==> src/hw/rtl/rdsc_pkg.sv <==
`timescale 1ns / 1ps
package rdsc_pkg;

    localparam int DefCordicSteps = 16;
    localparam int DefMaxHours    = 12;

    localparam logic [0:0] REG_LATITUDE = 1'b0;
    localparam logic [0:0] REG_HOURS    = 1'b1;

    localparam logic [15:0] FULL_TURN  = 16'd36000;
    localparam logic [15:0] HALF_TURN  = 16'd18000;
    localparam logic [15:0] DECAN_W    = 16'd1000;
    localparam logic [15:0] DECAN_MID  = 16'd500;
    localparam logic [5:0]  DECANS     = 6'd36;
    localparam logic [15:0] ZERO_ASC   = 16'd9000;
    localparam logic signed [14:0] LAT_LIMIT = 15'sd8900;

    localparam logic signed [33:0] U90  = 34'sd589824000;
    localparam logic signed [33:0] U180 = 34'sd1179648000;
    localparam logic signed [33:0] U360 = 34'sd2359296000;
    localparam logic signed [31:0] GAIN_Q30 = 32'sd652032874;
    localparam longint OBLIQ_UNITS = 64'sd153611796;
    // ceil(2^30 / 1000): exact floor division for values below 36000
    localparam logic [20:0] DECAN_RECIP = 21'd1073742;

    typedef struct packed {
        logic        valid;
        logic [15:0] lst;
        logic [3:0]  cnt;
        logic        flip;
    } rot_side_t;

    typedef struct packed {
        logic        valid;
        logic [15:0] lst;
        logic [3:0]  cnt;
        logic        zero;
    } vec_side_t;

    typedef struct packed {
        logic [15:0] lst;
        logic [5:0]  first;
        logic [15:0] asc;
        logic [3:0]  cnt;
    } hour_item_t;

    function automatic logic signed [33:0] atan_unit(input int i);
        logic signed [33:0] r;
        case (i)
            0:  r = 34'sd294912000;
            1:  r = 34'sd174096719;
            2:  r = 34'sd91987925;
            3:  r = 34'sd46694507;
            4:  r = 34'sd23437865;
            5:  r = 34'sd11730358;
            6:  r = 34'sd5866610;
            7:  r = 34'sd2933484;
            8:  r = 34'sd1466764;
            9:  r = 34'sd733385;
            10: r = 34'sd366693;
            11: r = 34'sd183346;
            12: r = 34'sd91673;
            13: r = 34'sd45837;
            14: r = 34'sd22918;
            15: r = 34'sd11459;
            16: r = 34'sd5730;
            17: r = 34'sd2865;
            18: r = 34'sd1432;
            19: r = 34'sd716;
            20: r = 34'sd358;
            21: r = 34'sd179;
            22: r = 34'sd90;
            23: r = 34'sd45;
            default: r = '0;
        endcase
        return r;
    endfunction

    // obliquity cos/sin, evaluated at elaboration
    function automatic longint obliq_rot(input int steps, input bit want_sin);
        longint x;
        longint y;
        longint z;
        longint dx;
        longint dy;
        x = longint'(GAIN_Q30);
        y = 0;
        z = OBLIQ_UNITS;
        for (int i = 0; i < steps; i++) begin
            dx = y >>> i;
            dy = x >>> i;
            if (z >= 0) begin
                x = x - dx;
                y = y + dy;
                z = z - longint'(atan_unit(i));
            end else begin
                x = x + dx;
                y = y - dy;
                z = z + longint'(atan_unit(i));
            end
        end
        return want_sin ? y : x;
    endfunction

endpackage

==> src/hw/rtl/rdsc_rot_cell.sv <==
`timescale 1ns / 1ps
module rdsc_rot_cell #(
    parameter int STEP = 0
) (
    input  logic               aclk,
    input  logic               en,
    input  logic signed [31:0] x_in,
    input  logic signed [31:0] y_in,
    input  logic signed [33:0] z_in,
    output logic signed [31:0] x_out,
    output logic signed [31:0] y_out,
    output logic signed [33:0] z_out
);
    import rdsc_pkg::*;

    logic signed [31:0] x_reg, x_next;
    logic signed [31:0] y_reg, y_next;
    logic signed [33:0] z_reg, z_next;
    logic signed [31:0] dx, dy;

    always_comb begin
        dx = y_in >>> STEP;
        dy = x_in >>> STEP;
        if (z_in >= 0) begin
            x_next = x_in - dx;
            y_next = y_in + dy;
            z_next = z_in - atan_unit(STEP);
        end else begin
            x_next = x_in + dx;
            y_next = y_in - dy;
            z_next = z_in + atan_unit(STEP);
        end
    end

    always_ff @(posedge aclk) begin
        if (en) begin
            x_reg <= x_next;
            y_reg <= y_next;
            z_reg <= z_next;
        end
    end

    assign x_out = x_reg;
    assign y_out = y_reg;
    assign z_out = z_reg;
endmodule

==> config.mk <==
export PLATFORM = sky130hd
export DESIGN_NAME = rdsc_rot_cell
export DESIGN_NICKNAME = d
export VERILOG_FILES = /design/src/hw/rtl/rdsc_pkg.sv /design/src/hw/rtl/rdsc_rot_cell.sv
export SDC_FILE = /design/constraint.sdc
export NUM_CORES = 1
export LEC_CHECK = 0
export CORE_MARGIN = 2
export CORE_UTILIZATION = 46
export CTS_BUF_LIST = sky130_fd_sc_hd__clkbuf_16
export DETAILED_ROUTE_END_ITERATION = 6
export DONT_BUFFER_PORTS = 1
export PLACE_DENSITY = 0.66
export SETUP_SLACK_MARGIN = 0.02
export SLEW_MARGIN = 20
export SYNTH_ARGS = -nofsm -noshare
export SYNTH_HDL_FRONTEND = slang
export SYNTH_SLANG_ARGS = --single-unit
==> constraint.sdc <==
create_clock -name aclk -period 5.6 [get_ports aclk]
set_input_delay 0.84 -clock aclk [delete_from_list [all_inputs] [get_ports aclk]]
set_output_delay 0.84 -clock aclk [all_outputs]
set_load 0.05 [all_outputs]
==> run_results.csv <==
group,metric,value,unit
run_status,outcome,"complete, no violations",
yosys,avgSynthCellArea,8.68,sq um
clocking,cts-resized-gates,0,
yosys,synth-edff-count,97,
critical_path,crit_fanout,31,
yosys,synth-simple-area-share,14.5,%
global_routing,grt_pass1_vias,7362,
clocking,cts_num_sinks,97,
global_routing,grt-ovfl-total,0,
sta,finalHoldViolCount,0,
hold_path,min_to,"z_out[13]$_DFFE_PP_",
critical_path,slowest_delay,0.56,ns
pwr,power.switching,1.19,mW
route,firstDrtPassIters,5,
sta,slew_headroom,42.0,%
sta,setup_viol,0,
sta,worst_pin_slew,0.848,ns
die,die_area,21100,sq um
sta,drv_slew,0,
placed_design,dp_hpwl,20100,um
clocking,cts_tree,"built",
placed_design,port_buffers,0,
finish,multi_input_area,5670,sq um
finish,ff_latch_area,2910,sq um
finish,area.growth.synth_to_final,5.33,%
die,start_util,47.0,%
yosys,synth_seq_cells,97,
yosys,ys_warn_count,0,
clocking,cts_setup_buffers,0,
pwr,ir_drop,0.165,mV
placed_design,gp_congestion,0.927,
pwr,seqPwrFrac,49.9,%
yosys,synthArstFlopShare,0,%
critical_path,cp-end-kind,"register",
clocking,cts.path.max_buffers,2,
clocking,htreeDepth,3,
sta,whs,0.577,ns
pwr,clkPwrFrac,24.1,%
route,drtAntennaViolNets,0,
yosys,synthDistinctLibCells,72,
critical_path,crit_type,"in -> reg",
route,drc,0,
yosys,yosys.area.top_type,"edfxtp_1",
yosys,synth-xor-area-share,7.06,%
pwr,p_int,1.59,mW
sta,grt_setup_unrepaired,"no",
critical_path,startpoint_type,"input port",
route,first_iter_violations,749,
pwr,power_leakage,3.92,nW
global_routing,antenna_found_initial,0,
yosys,netlist_instances,1057,
clocking,cts_inserted_buffers,9,
clocking,root_buffer,"clkbuf_16",
yosys,syn_area,9180,sq um
yosys,yosysSeqAreaShare,31.7,%
critical_path,cp.arrival,4.50,ns
yosys,synthMuxAreaShare,1.31,%
die,die_x,145,um
finish,antenna_cells,0,
finish,fillers,1949,
route,drt-total-wl,25600,um
critical_path,critical_path.startpoint,"z_in[19]",
sta,layout_min_cycle_time,4.40,ns
pwr,powerDensity,288,nW/um^2
yosys,synth_compound_area_share,23.1,%
critical_path,path_cells,"nor4_1 -> nand4_1 -> nor3_1 -> nand2b_2 -> inv_2 -> buf_4 -> ha_1 -> a21oi_1 -> o31ai_1 -> o41ai_1 -> nor2_1 -> a2111oi_0 -> o21bai_1 -> xor2_1",
route,num_vias,7725,
critical_path,critPathRequiredTime,5.71,ns
hold_path,whs_path_depth,0,
die,io_pins,198,
die,core,19500,sq um
sta,fin_crit_sh,78.5,%
yosys,synth.area.top_cells,"edfxtp_1, ha_1, a21oi_1",
global_routing,grt_max_degree,98,
pwr,p_sw_share,42.9,%
yosys,syn_nets,1270,
sta,setup_tns,0,ns
route,avgViaCountPerCell,5.95,
hold_path,worstHoldStart,"z_in[13]",
die,rows,51,
finish,fin_nets,1241,
global_routing,track_usage,23.7,%
yosys,synthAdderAreaFrac,15.7,%
clocking,hold_buffers,0,
die,chipHeight,145,um
hold_path,holdCritPathClass,"in -> reg",
global_routing,grt_pass1_wl,40400,um
yosys,synth_top_area_share,31.7,%
sta,max_clock_freq,0.227,GHz
route,post_drt_wl_per_cell,19.7,um
critical_path,slowest_stage,"o41ai_1",
finish,drive_above_1_share,4.74,%
yosys,synth_top_family_by_area,"compound AO/OA/AOI/OAI gates",
run,maxCapViolations,0,
pwr,combPwrFrac,26.0,%
clocking,clk_pin_slew,0.08,ns
yosys,synth-main-ff-cell,"edfxtp_1",
registers in the layout, indices dropped and copies added, names as in the netlist:
signal,cells
z_out,34
x_out,32
y_out,31
area by class of cell:
| cell class | instances | area share, % |
|---|---|---|
| clock buffer | 9 | 2.33 |
| clock inverter | 7 | 0.893 |
| inverter | 109 | 4.26 |
| multi-input combinational | 807 | 58.6 |
| sequential | 97 | 30.1 |
| tap | 265 | 3.43 |
| timing repair buffer | 4 | 0.311 |
critical path: cells and delay by family:
kind                     cells  cell delay [ns]
buffers and inverters        2             0.33
adder cells (fa/ha/maj)      1             0.37
AO/OA/AOI/OAI                5             1.53
XOR/XNOR                     1             0.18
AND/OR/NAND/NOR              5             1.25
power groups by stage:
stage               logic (mW)  clock network (mW)  registers [mW]
global placement         0.704                   0            1.41
finish                   0.722               0.670            1.39
CTS                      0.712               0.683            1.39
global route             0.797               0.713            1.40
detailed placement       0.708                   0            1.41
floorplan                0.552                   0            1.38
synth_stat cells (5+ instances only):
library cell / number
o21a_1: 10
edfxtp_1: 97
buf_2: 5
nand3_1: 16
nor2b_1: 13
mux2i_1: 12
ha_1: 109
nor2_1: 86
a211oi_1: 12
inv_1: 105
nand4_1: 13
o21ai_0: 74
buf_1: 10
a31oi_1: 18
a21o_1: 15
or2_2: 9
nor4_1: 11
o21bai_1: 19
or3_1: 5
o211ai_1: 7
and2_1: 6
nand2b_1: 12
o31ai_1: 10
nand2_1: 64
xnor2_1: 59
a21oi_1: 118
clkbuf_1: 26
nor3_1: 26
xor2_1: 15
logic make-up after synthesis:
family | Yosys count
compound gates | 331
simple gates | 277
buf+inv | 153
fa+ha+maj | 113
flops | 97
xor+xnor | 74
mux | 12
metrics by stage:
step | util, % | setup slack, ns | cells | area, sq um | power (mW)
6_report | 49.5 | 1.20 | 1298 | 9670 | 2.78
5_1_grt | 49.5 | 0.880 | 1298 | 9670 | 2.91
4_1_cts | 49.5 | 1.13 | 1298 | 9670 | 2.79
3_5_place_dp | 47.9 | 0.753 | 1282 | 9350 | 2.11
3_3_place_gp | 47.9 | 0.944 | 1282 | 9350 | 2.11
2_1_floorplan | - | 0.762 | 1057 | 9180 | 1.93
placed cells by master (no fill, tap or decap), types with 4 or more instances in the layout:
| cell | synthesis | layout |
|---|---|---|
| a21oi_1 | 118 | 118 |
| ha_1 | 109 | 109 |
| inv_1 | 105 | 105 |
| edfxtp_1 | 97 | 97 |
| nor2_1 | 86 | 86 |
| o21ai_0 | 74 | 74 |
| nand2_1 | 64 | 64 |
| xnor2_1 | 59 | 59 |
| nor3_1 | 26 | 26 |
| o21bai_1 | 19 | 19 |
| a31oi_1 | 18 | 18 |
| nand3_1 | 16 | 16 |
| a21o_1 | 15 | 15 |
| xor2_1 | 15 | 15 |
| nand4_1 | 13 | 13 |
| nor2b_1 | 13 | 13 |
| a211oi_1 | 12 | 12 |
| mux2i_1 | 12 | 12 |
| nor4_1 | 11 | 11 |
| nand2b_1 | 12 | 11 |
| o21a_1 | 10 | 10 |
| o31ai_1 | 10 | 10 |
| or2_2 | 9 | 9 |
| clkbuf_16 | 0 | 9 |
| o211ai_1 | 7 | 7 |
| and2_1 | 6 | 6 |
| or3_1 | 5 | 5 |
| and3_1 | 4 | 4 |
| a2111oi_0 | 4 | 4 |
| a21boi_0 | 4 | 4 |
| o2111ai_1 | 4 | 4 |
| or4_1 | 4 | 4 |
| fa_1 | 4 | 4 |
| buf_4 | 2 | 4 |
layer usage:
layer  GRT usage (%)  share of wire [%]
met5               0                  0
met4            6.27                1.6
met3            3.08                7.3
met2            37.7                 46
met1            34.1                 46
how the worst max path moves through the flow:
| stage | endpoint | slack [ns] | cells after the start |
|---|---|---|---|
| final | z_out[33]$_DFFE_PP_ | 1.20 | 14 |
| after floorplan | z_out[33]$_DFFE_PP_ | 0.76 | 18 |
| after CTS | z_out[33]$_DFFE_PP_ | 1.13 | 15 |
| after detailed placement | z_out[33]$_DFFE_PP_ | 0.75 | 15 |
| after global placement | z_out[33]$_DFFE_PP_ | 0.94 | 14 |
| after global routing | z_out[33]$_DFFE_PP_ | 0.88 | 17 |
Note: power is estimated with default switching activity, not from simulation.
