### src/hw/rtl/rdsc_pkg.sv
`timescale 1ns / 1ps
package rdsc_pkg;

    localparam int DefCordicSteps = 16;
    localparam int DefMaxHours    = 12;

    localparam logic [0:0] REG_LATITUDE = 1'b0;
    localparam logic [0:0] REG_HOURS    = 1'b1;

    localparam logic [15:0] FULL_TURN  = 16'd36000;
    localparam logic [15:0] HALF_TURN  = 16'd18000;
    localparam logic [15:0] DECAN_W    = 16'd1000;
    localparam logic [15:0] DECAN_MID  = 16'd500;
    localparam logic [5:0]  DECANS     = 6'd36;
    localparam logic [15:0] ZERO_ASC   = 16'd9000;
    localparam logic signed [14:0] LAT_LIMIT = 15'sd8900;

    localparam logic signed [33:0] U90  = 34'sd589824000;
    localparam logic signed [33:0] U180 = 34'sd1179648000;
    localparam logic signed [33:0] U360 = 34'sd2359296000;
    localparam logic signed [31:0] GAIN_Q30 = 32'sd652032874;
    localparam longint OBLIQ_UNITS = 64'sd153611796;
    // ceil(2^30 / 1000): exact floor division for values below 36000
    localparam logic [20:0] DECAN_RECIP = 21'd1073742;

    typedef struct packed {
        logic        valid;
        logic [15:0] lst;
        logic [3:0]  cnt;
        logic        flip;
    } rot_side_t;

    typedef struct packed {
        logic        valid;
        logic [15:0] lst;
        logic [3:0]  cnt;
        logic        zero;
    } vec_side_t;

    typedef struct packed {
        logic [15:0] lst;
        logic [5:0]  first;
        logic [15:0] asc;
        logic [3:0]  cnt;
    } hour_item_t;

    function automatic logic signed [33:0] atan_unit(input int i);
        logic signed [33:0] r;
        case (i)
            0:  r = 34'sd294912000;
            1:  r = 34'sd174096719;
            2:  r = 34'sd91987925;
            3:  r = 34'sd46694507;
            4:  r = 34'sd23437865;
            5:  r = 34'sd11730358;
            6:  r = 34'sd5866610;
            7:  r = 34'sd2933484;
            8:  r = 34'sd1466764;
            9:  r = 34'sd733385;
            10: r = 34'sd366693;
            11: r = 34'sd183346;
            12: r = 34'sd91673;
            13: r = 34'sd45837;
            14: r = 34'sd22918;
            15: r = 34'sd11459;
            16: r = 34'sd5730;
            17: r = 34'sd2865;
            18: r = 34'sd1432;
            19: r = 34'sd716;
            20: r = 34'sd358;
            21: r = 34'sd179;
            22: r = 34'sd90;
            23: r = 34'sd45;
            default: r = '0;
        endcase
        return r;
    endfunction

    // obliquity cos/sin, evaluated at elaboration
    function automatic longint obliq_rot(input int steps, input bit want_sin);
        longint x;
        longint y;
        longint z;
        longint dx;
        longint dy;
        x = longint'(GAIN_Q30);
        y = 0;
        z = OBLIQ_UNITS;
        for (int i = 0; i < steps; i++) begin
            dx = y >>> i;
            dy = x >>> i;
            if (z >= 0) begin
                x = x - dx;
                y = y + dy;
                z = z - longint'(atan_unit(i));
            end else begin
                x = x + dx;
                y = y - dy;
                z = z + longint'(atan_unit(i));
            end
        end
        return want_sin ? y : x;
    endfunction

endpackage

### src/hw/rtl/rdsc_hours.sv
`timescale 1ns / 1ps
module rdsc_hours (
    input  logic                 aclk,
    input  logic                 aresetn,
    input  logic                 item_valid,
    input  rdsc_pkg::hour_item_t item,
    output logic                 free,
    output logic                 m_valid,
    input  logic                 m_ready,
    output logic [3:0]           m_hour_number,
    output logic [5:0]           m_decan_num,
    output logic [15:0]          m_star_offset,
    output logic                 m_visible,
    output logic [15:0]          m_ascendant_angle,
    output logic                 m_last_hour
);
    import rdsc_pkg::*;

    logic        busy_reg, busy_next;
    logic [3:0]  i_reg, i_next;
    logic [3:0]  cnt_reg, cnt_next;
    logic [15:0] hl_reg, hl_next;
    logic [5:0]  dec_reg, dec_next;
    logic [15:0] asc_reg, asc_next;
    logic        mv_reg, mv_next;

    logic [3:0]  o_hour_reg;
    logic [5:0]  o_dec_reg;
    logic [15:0] o_ha_reg;
    logic        o_vis_reg;
    logic [15:0] o_asc_reg;
    logic        o_last_reg;

    logic        load_out, last, take;
    logic [15:0] star;
    logic [16:0] ha_w;
    logic [15:0] ha;
    logic [16:0] hl_inc;
    logic [6:0]  dec_inc;

    always_comb begin
        load_out = busy_reg && (!mv_reg || m_ready);
        last     = (i_reg + 4'd1) == cnt_reg;
        free     = !busy_reg || (load_out && last);
        take     = item_valid && free;

        star = 16'(dec_reg * DECAN_W) + DECAN_MID;
        if (hl_reg >= star) ha_w = {1'b0, hl_reg} - {1'b0, star};
        else ha_w = {1'b0, hl_reg} + {1'b0, FULL_TURN} - {1'b0, star};
        ha = ha_w[15:0];

        hl_inc  = {1'b0, hl_reg} + {1'b0, DECAN_W};
        dec_inc = {1'b0, dec_reg} + 7'd1;

        busy_next = busy_reg;
        i_next    = i_reg;
        cnt_next  = cnt_reg;
        hl_next   = hl_reg;
        dec_next  = dec_reg;
        asc_next  = asc_reg;
        if (load_out) begin
            busy_next = !last;
            i_next    = i_reg + 4'd1;
            hl_next   = (hl_inc >= {1'b0, FULL_TURN}) ? 16'(hl_inc - {1'b0, FULL_TURN})
                                                      : hl_inc[15:0];
            dec_next  = (dec_inc >= {1'b0, DECANS}) ? 6'(dec_inc - {1'b0, DECANS})
                                                    : dec_inc[5:0];
        end
        if (take) begin
            busy_next = item.cnt != 4'd0;
            i_next    = 4'd0;
            cnt_next  = item.cnt;
            hl_next   = item.lst;
            dec_next  = item.first;
            asc_next  = item.asc;
        end

        if (load_out) mv_next = 1'b1;
        else if (m_ready) mv_next = 1'b0;
        else mv_next = mv_reg;
    end

    always_ff @(posedge aclk) begin
        if (!aresetn) begin
            busy_reg <= 1'b0;
            mv_reg   <= 1'b0;
        end else begin
            busy_reg <= busy_next;
            mv_reg   <= mv_next;
        end
    end

    always_ff @(posedge aclk) begin
        i_reg   <= i_next;
        cnt_reg <= cnt_next;
        hl_reg  <= hl_next;
        dec_reg <= dec_next;
        asc_reg <= asc_next;
        if (load_out) begin
            o_hour_reg <= i_reg;
            o_dec_reg  <= dec_reg;
            o_ha_reg   <= ha;
            o_vis_reg  <= ha < HALF_TURN;
            o_asc_reg  <= asc_reg;
            o_last_reg <= last;
        end
    end

    assign m_valid           = mv_reg;
    assign m_hour_number     = o_hour_reg;
    assign m_decan_num       = o_dec_reg;
    assign m_star_offset     = o_ha_reg;
    assign m_visible         = o_vis_reg;
    assign m_ascendant_angle = o_asc_reg;
    assign m_last_hour       = o_last_reg;
endmodule

### config.mk
export PLATFORM = sky130hd
export DESIGN_NAME = rdsc_hours
export DESIGN_NICKNAME = d
export VERILOG_FILES = /design/src/hw/rtl/rdsc_pkg.sv /design/src/hw/rtl/rdsc_hours.sv
export SDC_FILE = /design/constraint.sdc
export NUM_CORES = 1
export LEC_CHECK = 0
export BUFFER_PORTS_ARGS = -buffer_cell sky130_fd_sc_hd__buf_4
export CAP_MARGIN = 20
export CORE_MARGIN = 1.5
export CORE_UTILIZATION = 55
export DETAILED_ROUTE_END_ITERATION = 10
export GPL_ROUTABILITY_DRIVEN = 0
export PLACE_DENSITY = 0.87
export SYNTH_ARGS = -nofsm -noshare
export SYNTH_HDL_FRONTEND = slang
export SYNTH_SLANG_ARGS = --single-unit
### constraint.sdc
create_clock -name aclk -period 10.4 [get_ports aclk]
set_input_delay 1.04 -clock aclk [delete_from_list [all_inputs] [get_ports aclk]]
set_output_delay 1.04 -clock aclk [all_outputs]
set_load 0.005 [all_outputs]
==> impl_results.md <==
- Outcome: finished with violations
- Failing checks: DRC
- Post-Synth Adder-Cell Area: a little under a fifth
- Worst rel slew slack: 30.4%
- Routed WL: 14,500 um
- CP Data Arrival Time: between 7 and 8 ns
- Starting DRT DRC Count: 386
- CTS Sinks: 92
- DR WL/cell: 17.1 um
- Vias in the first global route: a little under 5,000
- Cell Area, Synth: 6550 um^2
- Final-report setup violation count: 0
- CTS Buf Count: 9
- I/O pin count: 92
- Clock buffer depth: 2
- Largest family of logic cells by synthesized area: adder cells
- Die area: about 13,000 um^2
- Cells after Synth: just over 600
- Reg2Reg Launch Point: dec_reg[1]$_DFFE_PN_
- Final antenna-violating net count: 0
- TritonRoute pass-1 iters: 8
- Vias per cell: 5.74
- Routed via count: 4,870
- Ys Warns: 0
- Die width: between 100 and 150 um
- Worst hold-check path type: register to register
- H-Tree Depth: 3
- Post-synthesis xor/xnor area fraction: 10.4%
- Post-synthesis mux area share: 2.35%
- DRC viols: 6
- Least-Margin Pin Slew: 1.04 ns
- RSZ-0062 raised after global routing: false
- FFs w/ async S/R, synth: 0%
- CP Class: register to register
- Average cell area after synthesis: about 11 um^2
- CTS tree: done
- Dpl cells: 833
- Critical Path RT: 10.60 ns
- Max_cap viols: 0
- Simple-Gate Fraction of Synth Area: 11.3%
- Ant. Diodes: 0
- Resize count post-CTS: 0
- Die Span Y: 112 um
- Worst setup EP type: register
- Fmax: ~0.14 GHz
- Initial Util: 56.9%
- Post-synthesis register bit count: between 90 and 100
- Global-route wire length before repair: 23,500 um
- Post-Syn Nets: 742
- WHS Endpoint: m_ascendant_angle[11]$_DFFE_PP_
- Main synth FF type: edfxtp_1
- I/O Buffers: 91
- Layout Cells excl Fill: approximately 850
- Area grow syn2layout: 17.2%
- Layout Nets: 834
- Root buf cell: clkbuf_16
- Min-delay src: asc_reg[11]$_DFFE_PP_
- CTS Hold Bufs: 0
- Hold Crit Depth: 0
- Final slew viol count: 0
- Total track usage: 23.7%
- Worst setup SP type: register
- Reg2reg path depth: 23
- Post-synth EDFFs: 86
- CP max FO: 19
- Final Cycle Share: 67.3%
- Synth Area in Compound Gates: 11.5%
- Share of cells above drive strength 1: 18.0%
- DP HPWL: roughly 11,000 um
- Initial antenna violation count: 0
- Layout Skew: 0.0184 ns
- Endpoints failing hold: 0
- Post-synthesis sequential area ratio: 41.3%
- Clock-pin transition on the worst setup and hold timing paths: 0.08 ns
- Fin Setup TNS: 0 ns
- Core area: between 10,000 and 15,000 um^2
- Site Rows: 39
- Reg-to-reg setup timing slack: 3.40 ns
- Global route overflow: 0
- Crit path time final: 7.00 ns
- Yosys cell types: 65
- Worst-skew pair later-pin latency: around 0.36 ns
- Reg-to-reg endpoint: m_visible$_DFFE_PP_
- Post-CTS setup buffers: 0
- Largest net degree at the start of global routing: 48
-- worst max path at each step --
stage,from,end,slack (ns),cells past startpoint
after floorplan,dec_reg[1]$_DFFE_PN_,m_visible$_DFFE_PP_,4.44,23
after global placement,dec_reg[1]$_DFFE_PN_,m_visible$_DFFE_PP_,3.78,23
after detailed placement,dec_reg[1]$_DFFE_PN_,m_visible$_DFFE_PP_,3.51,23
after CTS,dec_reg[1]$_DFFE_PN_,m_visible$_DFFE_PP_,3.42,23
after global routing,dec_reg[1]$_DFFE_PN_,m_visible$_DFFE_PP_,2.94,23
final,dec_reg[1]$_DFFE_PN_,m_visible$_DFFE_PP_,3.40,23
-- Yosys cell counts, types with 3 or more instances --
cell type	number	area share, %
buf_2	3	0.23
nor3_1	6	0.46
xnor2_1	54	7.2
a211oi_1	6	0.69
a21oi_1	39	3.0
mux2_2	3	0.52
mux2_1	4	0.69
nand2_1	53	3.0
edfxtp_1	86	39
nor2_1	42	2.4
xor2_1	24	3.2
o21a_1	3	0.34
inv_1	58	3.3
ha_1	65	12
o21ai_1	9	0.69
a21o_1	7	0.80
fa_1	22	6.7
a31oi_1	6	0.57
clkbuf_1	5	0.29
mux2i_1	6	0.92
o21ai_0	17	1.3
o211ai_1	3	0.34
nand3_1	20	1.5
nand2b_1	6	0.57
dfxtp_1	6	1.8
and3_1	6	0.57
-- routing by layer --
layer / global-route usage [%] / wire, um
met5: 0 / 0
met4: 12.6 / 539
met3: 4.59 / 796
met2: 40.8 / 7260
met1: 28.4 / 5890
-- area by class of cell --
cell class,count,area [um^2]
Inverter,59,221
Multi-Input combinational cell,448,3580
Clock buffer,9,225
Clock inverter,7,81.3
Timing Repair Buffer,91,683
Sequential cell,92,2700
Tap cell,143,179
Fill cell,830,3840
-- cells in the final DEF (no fill, tap or decap), types with 9 or more instances in the layout --
cell / instances
xor2_1: 24
o21ai_1: 9
fa_1: 22
clkbuf_16: 9
nor2_1: 42
edfxtp_1: 86
xnor2_1: 54
nand3_1: 20
o21ai_0: 17
inv_1: 57
a21oi_1: 39
ha_1: 65
nand2_1: 53
buf_4: 91
-- cell families (layout without fill, tap and decap cells) --
group           count (synthesis)  in the layout
fa+ha+maj                      87             87
compound gates                113            113
buf+inv                        69            166
mux                            14             14
simple gates                  156            156
xor+xnor                       78             78
flops                          92             92
-- metrics by stage --
| step | area (um^2) | util, % | setup slack, ns | hold slack, ns |
|---|---|---|---|---|
| floorplan | 6550 | - | 4.44 | 0.400 |
| global placement | 7370 | 64.0 | 3.78 | 0.401 |
| detailed placement | 7370 | 64.0 | 3.51 | 0.405 |
| CTS | 7670 | 66.6 | 3.42 | 0.421 |
| global route | 7670 | 66.6 | 2.94 | 0.428 |
| finish | 7670 | 66.6 | 3.40 | 0.418 |
-- worst max-delay path, cell delays in order (launching register included) --
cell,delay [ns]
edfxtp_1,0.62
fa_1,0.74
ha_1,0.30
fa_1,0.55
ha_1,0.18
inv_1,0.07
fa_1,0.40
nor2b_1,0.12
o21ai_0,0.11
a21oi_1,0.23
o21a_1,0.14
nor2_1,0.05
xnor2_1,0.26
nand3_1,0.13
xnor2_1,0.28
inv_1,0.09
ha_1,0.36
nand2_1,0.17
o21ai_0,0.14
nor2_2,0.67
mux2_4,0.37
o311ai_2,0.23
or4b_1,0.46
a21oi_1,0.16
Power is not shown: default switching activity piles up to over one toggle a cycle in this logic, so the estimate is an artifact.
