[src/hw/rtl/rdsc_pkg.sv]
`timescale 1ns / 1ps
package rdsc_pkg;

    localparam int DefCordicSteps = 16;
    localparam int DefMaxHours    = 12;

    localparam logic [0:0] REG_LATITUDE = 1'b0;
    localparam logic [0:0] REG_HOURS    = 1'b1;

    localparam logic [15:0] FULL_TURN  = 16'd36000;
    localparam logic [15:0] HALF_TURN  = 16'd18000;
    localparam logic [15:0] DECAN_W    = 16'd1000;
    localparam logic [15:0] DECAN_MID  = 16'd500;
    localparam logic [5:0]  DECANS     = 6'd36;
    localparam logic [15:0] ZERO_ASC   = 16'd9000;
    localparam logic signed [14:0] LAT_LIMIT = 15'sd8900;

    localparam logic signed [33:0] U90  = 34'sd589824000;
    localparam logic signed [33:0] U180 = 34'sd1179648000;
    localparam logic signed [33:0] U360 = 34'sd2359296000;
    localparam logic signed [31:0] GAIN_Q30 = 32'sd652032874;
    localparam longint OBLIQ_UNITS = 64'sd153611796;
    // ceil(2^30 / 1000): exact floor division for values below 36000
    localparam logic [20:0] DECAN_RECIP = 21'd1073742;

    typedef struct packed {
        logic        valid;
        logic [15:0] lst;
        logic [3:0]  cnt;
        logic        flip;
    } rot_side_t;

    typedef struct packed {
        logic        valid;
        logic [15:0] lst;
        logic [3:0]  cnt;
        logic        zero;
    } vec_side_t;

    typedef struct packed {
        logic [15:0] lst;
        logic [5:0]  first;
        logic [15:0] asc;
        logic [3:0]  cnt;
    } hour_item_t;

    function automatic logic signed [33:0] atan_unit(input int i);
        logic signed [33:0] r;
        case (i)
            0:  r = 34'sd294912000;
            1:  r = 34'sd174096719;
            2:  r = 34'sd91987925;
            3:  r = 34'sd46694507;
            4:  r = 34'sd23437865;
            5:  r = 34'sd11730358;
            6:  r = 34'sd5866610;
            7:  r = 34'sd2933484;
            8:  r = 34'sd1466764;
            9:  r = 34'sd733385;
            10: r = 34'sd366693;
            11: r = 34'sd183346;
            12: r = 34'sd91673;
            13: r = 34'sd45837;
            14: r = 34'sd22918;
            15: r = 34'sd11459;
            16: r = 34'sd5730;
            17: r = 34'sd2865;
            18: r = 34'sd1432;
            19: r = 34'sd716;
            20: r = 34'sd358;
            21: r = 34'sd179;
            22: r = 34'sd90;
            23: r = 34'sd45;
            default: r = '0;
        endcase
        return r;
    endfunction

    // obliquity cos/sin, evaluated at elaboration
    function automatic longint obliq_rot(input int steps, input bit want_sin);
        longint x;
        longint y;
        longint z;
        longint dx;
        longint dy;
        x = longint'(GAIN_Q30);
        y = 0;
        z = OBLIQ_UNITS;
        for (int i = 0; i < steps; i++) begin
            dx = y >>> i;
            dy = x >>> i;
            if (z >= 0) begin
                x = x - dx;
                y = y + dy;
                z = z - longint'(atan_unit(i));
            end else begin
                x = x + dx;
                y = y - dy;
                z = z + longint'(atan_unit(i));
            end
        end
        return want_sin ? y : x;
    endfunction

endpackage

[src/hw/rtl/rdsc_vec_cell.sv]
`timescale 1ns / 1ps
module rdsc_vec_cell #(
    parameter int STEP = 0
) (
    input  logic               aclk,
    input  logic               en,
    input  logic signed [35:0] x_in,
    input  logic signed [35:0] y_in,
    input  logic signed [33:0] z_in,
    output logic signed [35:0] x_out,
    output logic signed [35:0] y_out,
    output logic signed [33:0] z_out
);
    import rdsc_pkg::*;

    logic signed [35:0] x_reg, x_next;
    logic signed [35:0] y_reg, y_next;
    logic signed [33:0] z_reg, z_next;
    logic signed [35:0] dx, dy;

    always_comb begin
        dx = y_in >>> STEP;
        dy = x_in >>> STEP;
        if (y_in > 0) begin
            x_next = x_in + dx;
            y_next = y_in - dy;
            z_next = z_in + atan_unit(STEP);
        end else begin
            x_next = x_in - dx;
            y_next = y_in + dy;
            z_next = z_in - atan_unit(STEP);
        end
    end

    always_ff @(posedge aclk) begin
        if (en) begin
            x_reg <= x_next;
            y_reg <= y_next;
            z_reg <= z_next;
        end
    end

    assign x_out = x_reg;
    assign y_out = y_reg;
    assign z_out = z_reg;
endmodule

[config.mk]
export PLATFORM = sky130hd
export DESIGN_NAME = rdsc_vec_cell
export DESIGN_NICKNAME = d
export VERILOG_FILES = /design/src/hw/rtl/rdsc_pkg.sv /design/src/hw/rtl/rdsc_vec_cell.sv
export SDC_FILE = /design/constraint.sdc
export NUM_CORES = 1
export LEC_CHECK = 0
export ABC_CLOCK_PERIOD_IN_PS = 6310
export BUFFER_PORTS_ARGS = -buffer_cell sky130_fd_sc_hd__buf_4
export CORE_MARGIN = 2
export CORE_UTILIZATION = 55
export CTS_BUF_LIST = sky130_fd_sc_hd__clkbuf_8
export CTS_CLUSTER_DIAMETER = 100
export DETAILED_ROUTE_END_ITERATION = 8
export GPL_TIMING_DRIVEN = 0
export PLACE_DENSITY_LB_ADDON = 0.12
export SLEW_MARGIN = 25
export SYNTH_ARGS = -nofsm -noshare
export SYNTH_HDL_FRONTEND = slang
export SYNTH_SLANG_ARGS = --single-unit
[constraint.sdc]
create_clock -name aclk -period 6.31 [get_ports aclk]
set_clock_uncertainty 0.15 [all_clocks]
set_input_delay 0.3155 -clock aclk [delete_from_list [all_inputs] [get_ports aclk]]
set_output_delay 0.3155 -clock aclk [all_outputs]
set_load 0.02 [all_outputs]
==> results of run 1 <==
-- power by group through the flow --
stage / logic [mW] / clock network, mW / registers [mW]
global placement: 1.12 / 0 / 0.954
global route: 1.25 / 0.504 / 0.953
detailed placement: 1.13 / 0 / 0.957
finish: 1.18 / 0.478 / 0.943
CTS: 1.15 / 0.482 / 0.942
floorplan: 0.559 / 0 / 1.09
-- sequential cells by signal, summed over array words and instances (netlist names) --
register	flops
x_out	36
y_out	35
z_out	34
-- cells in the final DEF, fill, tap and decap left out, drive strengths merged, types with 4 or more instances in the layout --
cell | Yosys | routed
o41ai | 6 | 6
inv | 113 | 116
nand4 | 17 | 17
nor3 | 31 | 31
nand2 | 67 | 67
nand3 | 20 | 20
xor2 | 13 | 13
and2 | 4 | 4
nand2b | 14 | 14
o211ai | 10 | 10
o31ai | 13 | 13
fa | 4 | 4
edfxtp | 105 | 105
buf | 30 | 243
or3 | 9 | 9
a21oi | 130 | 130
a2111oi | 7 | 7
a21o | 37 | 37
nor2b | 21 | 21
a211oi | 13 | 13
a21boi | 4 | 4
mux2i | 19 | 19
a31oi | 9 | 9
o21ai | 80 | 80
clkbuf | 23 | 32
o21a | 15 | 15
ha | 119 | 119
clkinv | 1 | 4
xnor2 | 67 | 67
nor2 | 79 | 79
nor4 | 18 | 18
o221ai | 5 | 5
dlygate4sd3 | 0 | 18
o21bai | 22 | 22
-- path summary, 6_finish.rpt --
check | startpoint | to | slack, ps | cells past startpoint
setup / recovery | y_in[1] | z_out[33]$_DFFE_PP_ | 1460 | 17
hold / removal | z_in[18] | z_out[18]$_DFFE_PP_ | 90 | 2
-- cells by family after synthesis --
logic type	Yosys count	share of synthesized area (%)
compound gates	384	24.50
xor+xnor	80	6.813
simple gates	299	14.50
fa+ha+maj	123	15.26
mux	19	1.849
flops	105	30.66
buf+inv	167	6.412
-- metrics by stage --
stage          setup slack [ps]  hold slack (ps)  cells  cell area [µm²]
2_1_floorplan              2212            264.4   1177            10280
3_3_place_gp              609.3            343.6   1624            12180
3_5_place_dp               1121            344.9   1624            12180
4_1_cts                    1501            77.73   1658            12580
5_1_grt                    1236            96.41   1658            12580
6_report                   1460            85.86   1658            12580
-- metal layers --
layer	vias up	GRT usage [%]	part of all wire, %
met1	4887	48.83	42
met3	102	5.605	9.9
met4	0	14.21	4.1
li1	4750	-	-
met2	628	56.17	44
met5	-	0	0
-- final cells by class --
cell class,count,area [µm²]
tap,234,292.8
fill,1541,5937
inverter,114,427.9
multi-input combinational,905,6471
clock inverter,7,95.09
sequential,105,3153
timing repair buffer,231,1783
clock buffer,9,123.9
buffer,53,234.0
-- repair_timing --
item	CTS	global route
buffers inserted	0	0
hold buffers	18	0
hold endpoints to repair	18	0
-- critical path: stages --
cell,delay (ps)
buf_4,140
nor4_1,470
nand4_1,230
nor2_1,150
a41o_1,150
buf_2,230
clkbuf_1,490
buf_2,550
ha_1,330
a21o_1,160
a21oi_1,290
o21a_1,160
o21ai_1,90
o41ai_1,590
o2111ai_1,210
a21oi_1,200
xnor2_1,80
==> summary.txt, run 1 <==
status: completed
Psw: 1.032 mW
Overall Global Routing Usage: 35.46%
I/O Buffers: 213
sw frac: 39.75%
total CTS buffers: 9
clock power share: 18.4%
Worst-path clk slew: 120 ps
Final Max Slew Viols: 0
IO Pins: 214
final setup fails: 0
top-area cell type share of the netlist area: 30.66%
H-tree levels: 3
number of inserted diodes: 0
Hold Crit Class: input pin to register
Synth warnings: 0
EDFF count, synth: 105
antenna viol nets, final: 0
ys flop type: edfxtp_1
Resize count post-CTS: 0
antenna violations before repair: 0
cell with the most instances after synthesis: a21oi_1
net count after synthesis: 1,408
mapped cell area: 10,280 µm²
Seq/Total Area, Yosys: 30.66%
1st-pass router iterations: 5
fin crit period: 4850 ps
top post-synthesis cells by area: edfxtp_1 31%, ha_1 14%, a21oi_1 6.3%, xnor2_1 5.7%, inv_1 3.9%
final WL: 36,040 µm
share of cells above drive strength 1: 19.52%
Leakage: 5.591 nW
Rows: 50
RSZ-0062 raised after global routing: false
WL per Instance: 21.74 µm
Startpoint Class: input pin
routability cong.: 1.035
combinational share of power: 45.3%
Initial DRC Count: 1,156
clk buf depth: 2
Async S/R FF share, synth: 0%
post-layout util: 67.94%
Pwr Density: 206.5 nW/µm²
fmax: 206.2 MHz
most frequent cells after synthesis: 129 x a21oi_1, 119 x ha_1, 108 x inv_1
Die Area: 19,810 µm²
Final #Nets: 1,650
Mean Syn Cell Area: 8.737 µm²
Internal Power: 1.565 mW
drt via density: 6.253
Sequential Power Share: 36.3%
Layout Area Growth over Synthesis: 22.34%
CP Capture Type: register
vias in the first global route: 9,796
pin count of the biggest net entering global routing: 106
Initial Util: 55.53%
Clock Sinks: 105
Worst EP arrival: 4870 ps
max_slew headroom: 24.32%
Max Cap Viol: 0
critical setup path kind: input pin to register
width of the chip: 140.7 µm
Worst Path Max Fanout: 19
Root Buffer: clkbuf_8
first-pass GRT wire length: 54,670 µm
Final Power: 2.598 mW
Die H: 140.7 µm
drc violations: 0
period utilisation layout: 76.86%
peak supply drop: 122.5 µV
core area: 18,520 µm²
post-DP HPWL: 27,580 µm
cell taking the most area after synthesis: edfxtp_1
Mapped Cells: 1,177
Slew @ Worst Pin: 1135 ps
Setup TNS: 0 ps
Worst Path Required: 6330 ps
grt total ovfl: 0
Distinct cells, synth: 81
TritonCTS clock tree: done
vias: 10,367
Yosys reg bits: 105
Final Hold Fails: 0
(Power assumes the default switching activity.)
==> run 2, diff against run 1 <==
--- a/config.mk
+++ b/config.mk
@@ -5,10 +5,11 @@
 export SDC_FILE = /design/constraint.sdc
 export NUM_CORES = 1
 export LEC_CHECK = 0
-export ABC_CLOCK_PERIOD_IN_PS = 6310
+export ABC_AREA = 1
+export ABC_CLOCK_PERIOD_IN_PS = 4300
 export BUFFER_PORTS_ARGS = -buffer_cell sky130_fd_sc_hd__buf_4
 export CORE_MARGIN = 2
-export CORE_UTILIZATION = 55
+export CORE_UTILIZATION = 54
 export CTS_BUF_LIST = sky130_fd_sc_hd__clkbuf_8
 export CTS_CLUSTER_DIAMETER = 100
 export DETAILED_ROUTE_END_ITERATION = 8
==> constraint.sdc (replaced) <==
create_clock -name aclk -period 4.3 [get_ports aclk]
set_clock_uncertainty 0.15 [all_clocks]
set_input_delay 0.215 -clock aclk [delete_from_list [all_inputs] [get_ports aclk]]
set_output_delay 0.215 -clock aclk [all_outputs]
set_load 0.02 [all_outputs]
==> run 2 against run 1 <==
Compared with the run above:
- global-route usage rose by 3.8 points
- critical endpoint unchanged
- clock power rose by 56%
- combinational power rose by 66%
- total power rose by 56%
- setup slack got worse by 1300 ps
- synthesized cell count rose by 55%
- core utilization fell by 1.9 points
- critical path depth fell by 1
==> summary.txt, run 2 <==
Overall Global Routing Usage: 39.31% (+3.8 points)
I/O Buffers: 213 (unchanged)
ys flop type: edfxtp_1
Worst Path Max Fanout: 19 (unchanged)
final setup fails: 0 (unchanged)
first-pass GRT wire length: 71,080 µm (+30%)
pin count of the biggest net entering global routing: 106 (unchanged)
Rows: 54 (+8.0%)
core area: 21,820 µm² (+18%)
Yosys reg bits: 105 (unchanged)
max reg flops: 36 (unchanged)
max_slew headroom: 32.48% (+8.2 points)
number of inserted diodes: 0 (unchanged)
Leakage: 7.580 nW (+36%)
routability cong.: 1.015 (-2.0%)
top post-synthesis cells by area: edfxtp_1 26%, nand2_1 18%, ha_1 12%, inv_1 9.2%, nand3_1 6.9%
CP cell instances: buf_4 > inv_1 > nand3_1 > nor3_2 > nand4_1 > nand2_1 > buf_4 > buf_2 > ha_1 > a21oi_1 > o21ai_0 > nand2_1 > nand4_1 > a21oi_1 > nand3b_1 > nand2_1
post-DP HPWL: 38,840 µm (+41%)
Final Power: 4.064 mW (+56%)
grt total ovfl: 0 (unchanged)
post-layout util: 66.01% (-1.9 points)
1st-pass router iterations: 6 (+1)
Die H: 153.2 µm (+8.9%)
drc violations: 0 (unchanged)
Seq/Total Area, Yosys: 26.23% (-4.4 points)
Mapped Cells: 1,822 (+55%)
vias: 13,480 (+30%)
CP max stage cell: buf_2
Pwr Density: 282.1 nW/µm² (+37%)
Clock Sinks: 105 (unchanged)
most frequent cells after synthesis: 566 x nand2_1, 294 x inv_1, 165 x nand3_1
antenna violations before repair: 1 (+1)
WP buf/inv: 4 (unchanged)
fmax: 242.4 MHz
Die Area: 23,470 µm² (+19%)
mapped cell area: 12,020 µm² (+17%)
Final Hold Fails: 0 (unchanged)
most frequent cells in the layout: 566 x nand2_1, 294 x inv_1, 233 x buf_4, 165 x nand3_1
Worst Path Required: 4310 ps (-2020 ps)
Mean Syn Cell Area: 6.599 µm² (-24%)
Slew @ Worst Pin: 1013 ps (-122.4 ps)
antenna viol nets, final: 0 (unchanged)
Max Cap Viol: 0 (unchanged)
WL per Instance: 20.00 µm (-8.0%)
net count after synthesis: 2,053 (+46%)
cell taking the most area after synthesis: edfxtp_1
width of the chip: 153.2 µm (+8.9%)
Startpoint Class: input pin
final WL: 47,010 µm (+30%)
peak supply drop: 176.9 µV (+44%)
Root Buffer: clkbuf_8
Hold Crit Class: input pin to register
RSZ-0062 raised after global routing: false
critical setup path kind: input pin to register
EDFF count, synth: 105 (unchanged)
Worst-path clk slew: 100 ps (-20 ps)
max incr delay on CP: 470 ps (-120 ps)
drt via density: 5.736 (-8.3%)
CP Capture Type: register
most frequent CP cell: nand2_1
Initial DRC Count: 1,655 (+43%)
vias in the first global route: 12,894 (+32%)
Initial Util: 55.09% (-0.44 points)
share of cells above drive strength 1: 15.89% (-3.6 points)
top-area cell type share of the netlist area: 26.23% (-4.4 points)
Layout Area Growth over Synthesis: 19.83%
TritonCTS clock tree: done
Async S/R FF share, synth: 0% (unchanged)
Synth warnings: 0 (unchanged)
Final #Nets: 2,296 (+39%)
Distinct cells, synth: 41 (-49%)
H-tree levels: 3 (unchanged)
Worst EP arrival: 4140 ps (-730 ps)
CP delay by family, top: simple AND/OR/NAND/NOR gates
status: completed
DP Area: 13,980 µm² (+15%)
clk buf depth: 2 (unchanged)
IO Pins: 214 (unchanged)
Final Max Slew Viols: 0 (unchanged)
Finished Cell Area: 14,410 µm² (+15%)
total CTS buffers: 9 (unchanged)
period utilisation layout: 95.94%
cell with the most instances after synthesis: nand2_1
fin crit period: 4126 ps
commonest non-fill, non-tap cell in the layout: nand2_1
run 2: cell count changes after synthesis, moves of 23 or more:
cell     before  now
a21o_1       37    2
nor2_1       78  125
xnor2_1      67    5
nand2_1      67  566
inv_1       108  294
xor2_1       13   50
nand3_1      20  165
nor3_1       30    7
run 2: logic make-up (layout without fill, tap and decap cells):
| logic type | count (synthesis) | in the layout | synth area share, % |
|---|---|---|---|
| and+or+nand+nor | 935 | 935 | 33.07 |
| DFF | 105 | 105 | 26.23 |
| adders and majority gates | 123 | 123 | 13.05 |
| buffers and inverters | 350 | 598 | 12.17 |
| xor gates and xnor gates | 55 | 55 | 4.007 |
| AOI/OAI and AO/OA | 254 | 254 | 11.48 |
run 2: per-layer routing:
| metal | vias up | global-route usage (%) | share of wire [%] |
|---|---|---|---|
| met5 | - | 0 | 0.028 |
| met4 | 2 | 15.34 | 4.2 |
| met3 | 142 | 6.805 | 12 |
| met2 | 921 | 61.52 | 43 |
| met1 | 6129 | 54.31 | 41 |
| li1 | 6286 | - | - |
run 2: area by class of cell:
cell class | instances | area [µm²]
clock buffers | 9 | 123.9
well taps | 280 | 350.3
fillers | 1894 | 7417
repair buffers | 232 | 1793
plain buffers | 46 | 321.6
clock inverters | 7 | 111.4
inverters | 304 | 1141
flip-flops and latches | 105 | 3153
multi-input cells | 1367 | 7412
run 2: path summary, 6_finish.rpt:
path,endpoint,startpoint,depth (start not counted),slack (ps)
worst min-delay path,z_out[33]$_DFFE_PP_,z_in[33],5,80
worst max-delay path,z_out[33]$_DFFE_PP_,y_in[5],16,170
run 2: repair_timing:
item,4_1_cts,5_1_grt
hold buffers,19,0
endpoints found under the hold margin,19,0
resized for setup,0,1
setup buffers,0,0
endpoints found under the setup margin,0,2
run 2: worst min-delay path, stage by stage:
cell and delay, ps:
buf_4 90, nand2_1 70, nand2_1 60, nand2_1 40, nand2_1 50
run 2: report_power, final:
part / total (mW) / internal, mW / leakage, nW / switching (mW)
logic: 1.96 / 0.664 / 6.44 / 1.30
clock network: 0.744 / 0.342 / 0.118 / 0.403
registers: 1.36 / 1.31 / 1.03 / 0.0505
run 2: through the flow:
step           setup TNS [ps]  hold slack (ps)  std cells  setup WS (ps)
2_1_floorplan               0            163.9       1822           1566
6_report                    0            84.84       2350          174.5
3_3_place_gp           -48.79            243.2       2315         -48.79
4_1_cts                     0            80.51       2350          170.0
5_1_grt                     0            99.92       2350          175.6
3_5_place_dp           -676.8            244.3       2315         -215.4
